`src/rtl/bcf_pkg.sv`:
```
// ----------------------------------------------------------------------------
// bcf_pkg
// Word types and fixed constants of the Bezier curve flattener.
// ----------------------------------------------------------------------------
`default_nettype none

package bcf_pkg;

    // Q16.8 coordinate and integer pixel widths
    localparam int COORD_W    = 24;
    localparam int PIX_W      = 16;
    localparam int PIX_FRAC   = 8;
    localparam int SEG_IDX_W  = 7;
    localparam int MIN_POINTS = 2;

    // Status codes of a result word
    localparam logic [1:0] STATUS_OK   = 2'd0;
    localparam logic [1:0] STATUS_FEW  = 2'd1;
    localparam logic [1:0] STATUS_DROP = 2'd2;

    typedef struct packed {
        logic signed [COORD_W-1:0] x_coord;
        logic signed [COORD_W-1:0] y_coord;
        logic                      last_point;
    } bcf_in_t;

    typedef struct packed {
        logic signed [PIX_W-1:0] start_x;
        logic signed [PIX_W-1:0] start_y;
        logic signed [PIX_W-1:0] end_x;
        logic signed [PIX_W-1:0] end_y;
        logic [SEG_IDX_W-1:0]    segment_index;
        logic                    final_segment;
        logic [1:0]              status;
    } bcf_out_t;

    // Broadcast control from the sequencer to every cell
    typedef struct packed {
        logic init;   // copy control point into working value
        logic step;   // start one interpolation level
    } bcf_cell_ctrl_t;

endpackage

`default_nettype wire

```
`src/rtl/bcf_lerp.sv`:
```
// ----------------------------------------------------------------------------
// bcf_lerp
// Pipelined interpolator: res = a + trunc((b - a) * idx / SEGMENTS).
// Three register stages; the quotient uses a reciprocal and one correction.
// ----------------------------------------------------------------------------
`default_nettype none

module bcf_lerp
    import bcf_pkg::*;
#(
    parameter  int SEGMENTS = 20,
    localparam int IDX_W    = $clog2(SEGMENTS + 1)
) (
    input  wire logic                      aclk,
    input  wire logic                      aresetn,
    input  wire logic                      in_valid,
    input  wire logic signed [COORD_W-1:0] a,
    input  wire logic signed [COORD_W-1:0] b,
    input  wire logic [IDX_W-1:0]          idx,
    output logic                           out_valid,
    output logic signed [COORD_W-1:0]      res
);

    // |b - a| never exceeds 2^24 - 1, so the magnitude keeps COORD_W bits
    localparam int MAG_W   = COORD_W;
    localparam int PROD_W  = MAG_W + IDX_W;
    localparam int RECIP_W = PROD_W + 1;
    localparam int WIDE_W  = PROD_W + RECIP_W;
    localparam longint unsigned RECIP_VAL = (longint'(1) << PROD_W) / longint'(SEGMENTS);
    localparam logic [RECIP_W-1:0] RECIP  = RECIP_W'(RECIP_VAL);
    localparam logic [PROD_W-1:0]  SEG_P  = PROD_W'(SEGMENTS);

    logic signed [COORD_W:0]     diff;
    logic [MAG_W-1:0]            mag;
    logic [WIDE_W-1:0]           wide;
    logic [PROD_W-1:0]           back;
    logic [PROD_W-1:0]           rem;
    logic                        corr;
    logic signed [COORD_W:0]     a_ext;
    logic signed [COORD_W:0]     q_ext;
    logic signed [COORD_W:0]     sum;

    logic                        v1_reg, v2_reg, v3_reg;
    logic [PROD_W-1:0]           prod1_reg, prod2_reg;
    logic                        neg1_reg, neg2_reg, neg3_reg;
    logic signed [COORD_W-1:0]   a1_reg, a2_reg, a3_reg;
    logic [MAG_W-1:0]            est2_reg;
    logic [MAG_W-1:0]            q3_reg;

    // Stage 1: difference, magnitude and product with the index
    always_comb begin
        diff = {b[COORD_W-1], b} - {a[COORD_W-1], a};
        mag  = diff[COORD_W] ? MAG_W'(-diff) : diff[MAG_W-1:0];
    end

    // Stage 2: quotient estimate, low by at most one
    assign wide = WIDE_W'(prod1_reg) * WIDE_W'(RECIP);

    // Stage 3: remainder check and correction
    always_comb begin
        back = PROD_W'(est2_reg) * SEG_P;
        rem  = prod2_reg - back;
        corr = (rem >= SEG_P);
    end

    // Output: apply sign and add to the start value
    always_comb begin
        a_ext = {a3_reg[COORD_W-1], a3_reg};
        q_ext = {1'b0, q3_reg};
        sum   = neg3_reg ? (a_ext - q_ext) : (a_ext + q_ext);
    end

    assign res       = sum[COORD_W-1:0];
    assign out_valid = v3_reg;

    // Advance the pipeline
    always_ff @(posedge aclk) begin
        if (!aresetn) begin
            v1_reg <= 1'b0;
            v2_reg <= 1'b0;
            v3_reg <= 1'b0;
        end else begin
            v1_reg <= in_valid;
            v2_reg <= v1_reg;
            v3_reg <= v2_reg;
        end
        prod1_reg <= PROD_W'(mag) * PROD_W'(idx);
        neg1_reg  <= diff[COORD_W];
        a1_reg    <= a;
        est2_reg  <= wide[PROD_W +: MAG_W];
        prod2_reg <= prod1_reg;
        neg2_reg  <= neg1_reg;
        a2_reg    <= a1_reg;
        q3_reg    <= est2_reg + MAG_W'(corr);
        neg3_reg  <= neg2_reg;
        a3_reg    <= a2_reg;
    end

endmodule

`default_nettype wire

```
`src/rtl/bcf_cell.sv`:
```
// ----------------------------------------------------------------------------
// bcf_cell
// One cell of the de Casteljau row: holds one control point and its working
// value, and interpolates the working value toward its right neighbor.
// ----------------------------------------------------------------------------
`default_nettype none

module bcf_cell
    import bcf_pkg::*;
#(
    parameter  int SEGMENTS = 20,
    localparam int IDX_W    = $clog2(SEGMENTS + 1)
) (
    input  wire logic                      aclk,
    input  wire logic                      aresetn,
    input  wire bcf_cell_ctrl_t            ctrl,
    input  wire logic                      load_en,
    input  wire logic signed [COORD_W-1:0] load_x,
    input  wire logic signed [COORD_W-1:0] load_y,
    input  wire logic signed [COORD_W-1:0] nb_x,
    input  wire logic signed [COORD_W-1:0] nb_y,
    input  wire logic [IDX_W-1:0]          idx,
    output logic signed [COORD_W-1:0]      w_x,
    output logic signed [COORD_W-1:0]      w_y,
    output logic                           done
);

    logic signed [COORD_W-1:0] pt_x_reg, pt_y_reg;
    logic signed [COORD_W-1:0] w_x_reg, w_y_reg;
    logic signed [COORD_W-1:0] res_x, res_y;
    logic                      done_x, done_y;

    bcf_lerp #(.SEGMENTS(SEGMENTS)) u_lerp_x (
        .aclk      (aclk),
        .aresetn   (aresetn),
        .in_valid  (ctrl.step),
        .a         (w_x_reg),
        .b         (nb_x),
        .idx       (idx),
        .out_valid (done_x),
        .res       (res_x)
    );

    bcf_lerp #(.SEGMENTS(SEGMENTS)) u_lerp_y (
        .aclk      (aclk),
        .aresetn   (aresetn),
        .in_valid  (ctrl.step),
        .a         (w_y_reg),
        .b         (nb_y),
        .idx       (idx),
        .out_valid (done_y),
        .res       (res_y)
    );

    // Hold the control point; restart or advance the working value
    always_ff @(posedge aclk) begin
        if (load_en) begin
            pt_x_reg <= load_x;
            pt_y_reg <= load_y;
        end
        if (ctrl.init) begin
            w_x_reg <= pt_x_reg;
            w_y_reg <= pt_y_reg;
        end else begin
            if (done_x) begin
                w_x_reg <= res_x;
            end
            if (done_y) begin
                w_y_reg <= res_y;
            end
        end
    end

    assign w_x  = w_x_reg;
    assign w_y  = w_y_reg;
    assign done = done_x & done_y;

endmodule

`default_nettype wire

```
`config.mk`:
```
export PLATFORM = sky130hd
export DESIGN_NAME = bcf_cell
export DESIGN_NICKNAME = d
export VERILOG_FILES = /design/src/rtl/bcf_pkg.sv /design/src/rtl/bcf_lerp.sv /design/src/rtl/bcf_cell.sv
export SDC_FILE = /design/constraint.sdc
export NUM_CORES = 2
export LEC_CHECK = 0
export BUFFER_PORTS_ARGS = -buffer_cell sky130_fd_sc_hd__buf_4
export CAP_MARGIN = 0
export CELL_PAD_IN_SITES_DETAIL_PLACEMENT = 1
export CELL_PAD_IN_SITES_GLOBAL_PLACEMENT = 1
export CORE_MARGIN = 3
export CORE_UTILIZATION = 35
export DETAILED_ROUTE_END_ITERATION = 10
export PLACE_DENSITY = 0.56
export SYNTH_ARGS = -nofsm -noshare
export SYNTH_HDL_FRONTEND = slang
export SYNTH_HIERARCHICAL = 1
export SYNTH_SLANG_ARGS = --single-unit
```
`constraint.sdc`:
```
create_clock -name aclk -period 10.47 [get_ports aclk]
set_input_delay 1.5705 -clock aclk [delete_from_list [all_inputs] [get_ports aclk]]
set_output_delay 1.5705 -clock aclk [all_outputs]
set_load 0.01 [all_outputs]
```
== Yosys cells after proc, flatten, opt, wreduce, memory -nomap -nowiden ==
Cells that the tools add are included.

* Register bits: 461
* Bits of input ports: 106
* Output and inout bits: 49
* Logic and storage cells: 56

* Add/sub/neg operators: 12
* Multiply operators: 6
* Magnitude comparators: 2
* Multiplexer cells: 8
* Reduce and logical (&&, ||, !) cells: 1

{| class="wikitable"
|+ Operator list
! cell !! count
|-
| $mux 24 || 8
|-
| $mul 29x25->53 const B || 2
|-
| $ge 29x5->1 const B || 2
|-
| $mul 24x5->29 || 2
|-
| $sub 29x29->29 || 2
|-
| $mul 24x3->27 const B || 2
|-
| $sub 24x24->25 || 2
|-
| $add 24x1->24 || 2
|-
| $add 24x24->24 || 2
|-
| $neg 24->24 || 2
|-
| $sub 24x24->24 || 2
|-
| $reduce_bool 2->1 || 1
|}

== Logic depth before layout (Yosys ltp) ==
* Depth after elaboration: 4
* Gate-level depth with buffers: 32
* Mapped depth without buffers: 31

== Hierarchy ==
Netlist, hierarchy kept.

{| class="wikitable"
|+ Modules (own cells, without submodules)
! module !! times used !! cells each !! area an instance (um^2) !! sequential area each (um^2)
|-
| bcf_lerp (u_lerp_x) || 1 || 2,706 || 25,210.4 || 3,643.5
|-
| bcf_lerp (u_lerp_y) || 1 || 2,667 || 24,885.1 || 3,643.5
|-
| bcf_cell || 1 || 153 || 3,733.6 || 2,882.8
|}

== Least setup slack after synthesis ==
OpenSTA, ideal clock, no wires.

* Path kind: input-to-reg
* Start point: in nb_y[0]
* End point: reg u_lerp_y.prod1_reg[28]
* Arrival time: 8.373 ns
* Required time: 10.398 ns
* Path slack: 2.026 ns
* Stages on the path: 29
* Buffers on the path: 1
* Cells stage by stage: inv_1 > ha_1 > fa_1 > nor2b_1 > o21ai_0 > a211oi_1 > a211oi_1 > a211oi_1 > o21ai_0 > a22oi_1 > clkbuf_1 > nor2_1 > xnor2_1 > nand2_1 > fa_1 > inv_1 > fa_1 > fa_1 > ha_1 > a21o_1 > a221oi_1 > nor2_1 > o31ai_1 > a211oi_1 > nor3b_1 > o31ai_1 > a21o_1 > a21oi_1 > xor2_1

* Word-level cells in the longest chain between the ends: 4

{| class="wikitable"
|+ Ends and longest elaborated chain
! what !! line !! text
|-
| start, declared || bcf_cell.sv:21 || <nowiki>input wire logic signed [COORD_W-1:0] nb_y,</nowiki>
|-
| $sub 24x24->25 * || bcf_lerp.sv:52 || <nowiki>diff = {b[COORD_W-1], b} - {a[COORD_W-1], a};</nowiki>
|-
| $neg 24->24 || bcf_lerp.sv:53 || <nowiki>mag = diff[COORD_W] ? MAG_W'(-diff) : diff[MAG_W-1:0];</nowiki>
|-
| $mux 24 * || bcf_lerp.sv:53 ||
|-
| $mul 24x5->29 * || bcf_lerp.sv:87 || <nowiki>prod1_reg <= PROD_W'(mag) * PROD_W'(idx);</nowiki>
|-
| end signal, assigned || bcf_lerp.sv:87 ||
|-
| end, declared || bcf_lerp.sv:44 || <nowiki>logic [PROD_W-1:0] prod1_reg, prod2_reg;</nowiki>
|}

Every way passes the cells marked *; elsewhere a longest branch is shown, timed or not.
A chain may end at the register's enable or synchronous reset.

== Final worst setup path ==
* Start point: in nb_y[0]
* End point: reg u_lerp_y.prod1_reg[28]

* Elaborated cells between the ends (all ways): 4
* Those cells by class: add/sub (2); mul (1); mux (1)

{| class="wikitable"
|+ RTL lines
! what !! line !! text
|-
| $sub 24x24->25 || bcf_lerp.sv:52 ||
|-
| named net u_lerp_y.diff[24] || bcf_lerp.sv:33 || <nowiki>logic signed [COORD_W:0] diff;</nowiki>
|-
| $mux 24 || bcf_lerp.sv:53 ||
|-
| $mul 24x5->29 || bcf_lerp.sv:87 ||
|}

The timed path passes the listed nets, and every way through them passes these cells.

==> metrics.cfg <==
[cells_and_area]
final_cell_mix=inv_1, ha_1, fa_1
final_cells=7761
fillCellCount=17440
synthToLayoutAreaGrowth_pct=9.904
drive_above_1_share_pct=6.723
regArea_um2=10170
fin_area_um2=59160
multi_input_area_um2=39020
final_common_cell=inv_1
fin_nets=7249

[detailed_routing]
wirelength_um=159400
first_iter_violations=1594
drc=0
drtPass1Iterations=5
vias=38360
vias_per_cell=4.943
wl_per_cell_um=20.54
antenna_left=0

[clocking]
cts_tree=built
cts.htree.levels=2
clkSinkCount=460
clkSlewWorstSetupHoldPaths_ps=60
cts_setup_buffers=0
clk_latency_ps=670
cts_resized=0
cts_hold_buf=0
clockBufferDepth=3
cts_buffers=55
cts-root-buf=clkbuf_16

[timing]
slew_headroom_pct=28.32
min_period_over_period_pct=89.79
hold_viol=0
tightest_slew_ps=1048
fmax_mhz=106.4
slew_viol_final=0
whs_ps=320.5
setup_viol=0
clock_skew_ps=61.99
rsz0062_at_grt=false
fin_tns_setup_ps=0
period_needed_ps=9401

[floorplan]
ioPinCount=155
core_area_um2=152400
die-area_um2=158500
die_w_um=398.2
fp.dieH_um=398.2
rows=143
initial_core_util_pct=35.31

[global_route]
met1_usage_pct=28.65
grt.busiest_layer=met2
grt_pass1_vias=42150
grt_pass1_wl_um=250600
grt_usage_pct=20.38
met3_usage_pct=1.738
antenna_found_initial=18
grt_max_degree=49
grt-ovfl-total=0
grt_use_met2_pct=34.32

[synth]
ys.flop_type=dfxtp_1
netlist_instances=5526
postSynthAreaPerCell_um2=9.741
synth_edf_count=96
yosysSeqAreaShare_pct=18.89
ys_types=103
yosys_warnings=6
syn_area_um2=53830
synthArstFlopShare_pct=0
syn_nets=7092
ys_ff_latch=460

[placement]
place_area_um2=57260
dp.cells=7656
post-dp-hpwl_um=138600
gp_congestion=0.8765
port_buffers=154

[worst_setup_path]
crit_required_ps=11060
critPathArrivalTime_ps=9990
rrSetupSlack_ps=1600
critPathCaptureType=flip-flop
path_max_fanout=7
critPathKind=input port to flip-flop
max_stage_delay_ps=590
cp-start-kind=input port
critPathSlowestCell=a211oi_1

[outcome]
status=complete, no violations

[flow_run]
drv_cap=0

[worst_hold_path]
min_path_type=flip-flop to flip-flop

[logic make-up after synthesis]
| group | count (synthesis) | share of synthesized area [%] |
|---|---|---|
| compound gates | 859 | 10.85 |
| xor+xnor | 349 | 5.678 |
| fa+ha+maj | 1460 | 43.42 |
| buf+inv | 1206 | 8.614 |
| flops | 460 | 18.89 |
| mux | 68 | 1.748 |
| simple gates | 1124 | 10.80 |
[worst max-delay path, delay by kind of cell]
kind | cells | cell delay (ps)
buf+inv | 5 | 500
compound gates | 14 | 4270
fa+ha+maj | 6 | 2440
xor+xnor | 1 | 160
simple gates | 4 | 1030
[cell usage after synthesis, drive strengths merged (96+ instances only)]
| cell | instances | share of area (%) |
|---|---|---|
| inv | 1139 | 7.9 |
| dfxtp | 364 | 14 |
| xnor2 | 245 | 4.0 |
| o21ai | 145 | 1.3 |
| ha | 780 | 18 |
| nand2 | 221 | 1.5 |
| a21oi | 243 | 2.3 |
| nor2 | 251 | 1.8 |
| fa | 680 | 25 |
| a21o | 109 | 1.5 |
| edfxtp | 96 | 5.4 |
| nor2b | 122 | 1.4 |
| and2 | 111 | 1.3 |
| xor2 | 104 | 1.7 |
[layer usage]
metal	up-vias	part of all wire [%]
li1	18450	-
met1	19360	48
met2	435	47
met3	115	3.0
met4	0	2.0
met5	-	0
[final timing paths]
kind	startpoint	to	cells after the start
hold / removal	u_lerp_x/a1_reg[10]	u_lerp_x/a2_reg[10]	0
hold reg to reg	u_lerp_x/a1_reg[10]	u_lerp_x/a2_reg[10]	0
setup reg to reg	w_y[0]	u_lerp_y/prod1_reg[28]	28
setup / recovery	nb_y[0]	u_lerp_y/prod1_reg[28]	30
[stage by stage]
step | util [%] | setup slack (ps)
detailed placement | 37.56 | 464.5
global route | 38.80 | 390.8
finish | 38.81 | 1069
global placement | 37.56 | 530.0
floorplan | - | 2026
CTS | 38.80 | 1108
[area by class of cell]
cell class | count | area share, %
clock buffer | 73 | 2.595
sequential | 460 | 17.19
inverter | 1139 | 7.227
antenna | 4 | 0.01692
clock inverter | 28 | 0.5985
timing repair buffer | 167 | 2.119
multi-input combinational | 3860 | 65.96
tap | 2030 | 4.293
Power is left out: the tool's default activity adds up to more than one toggle a clock period on the data nets, which glitch-free logic cannot reach.
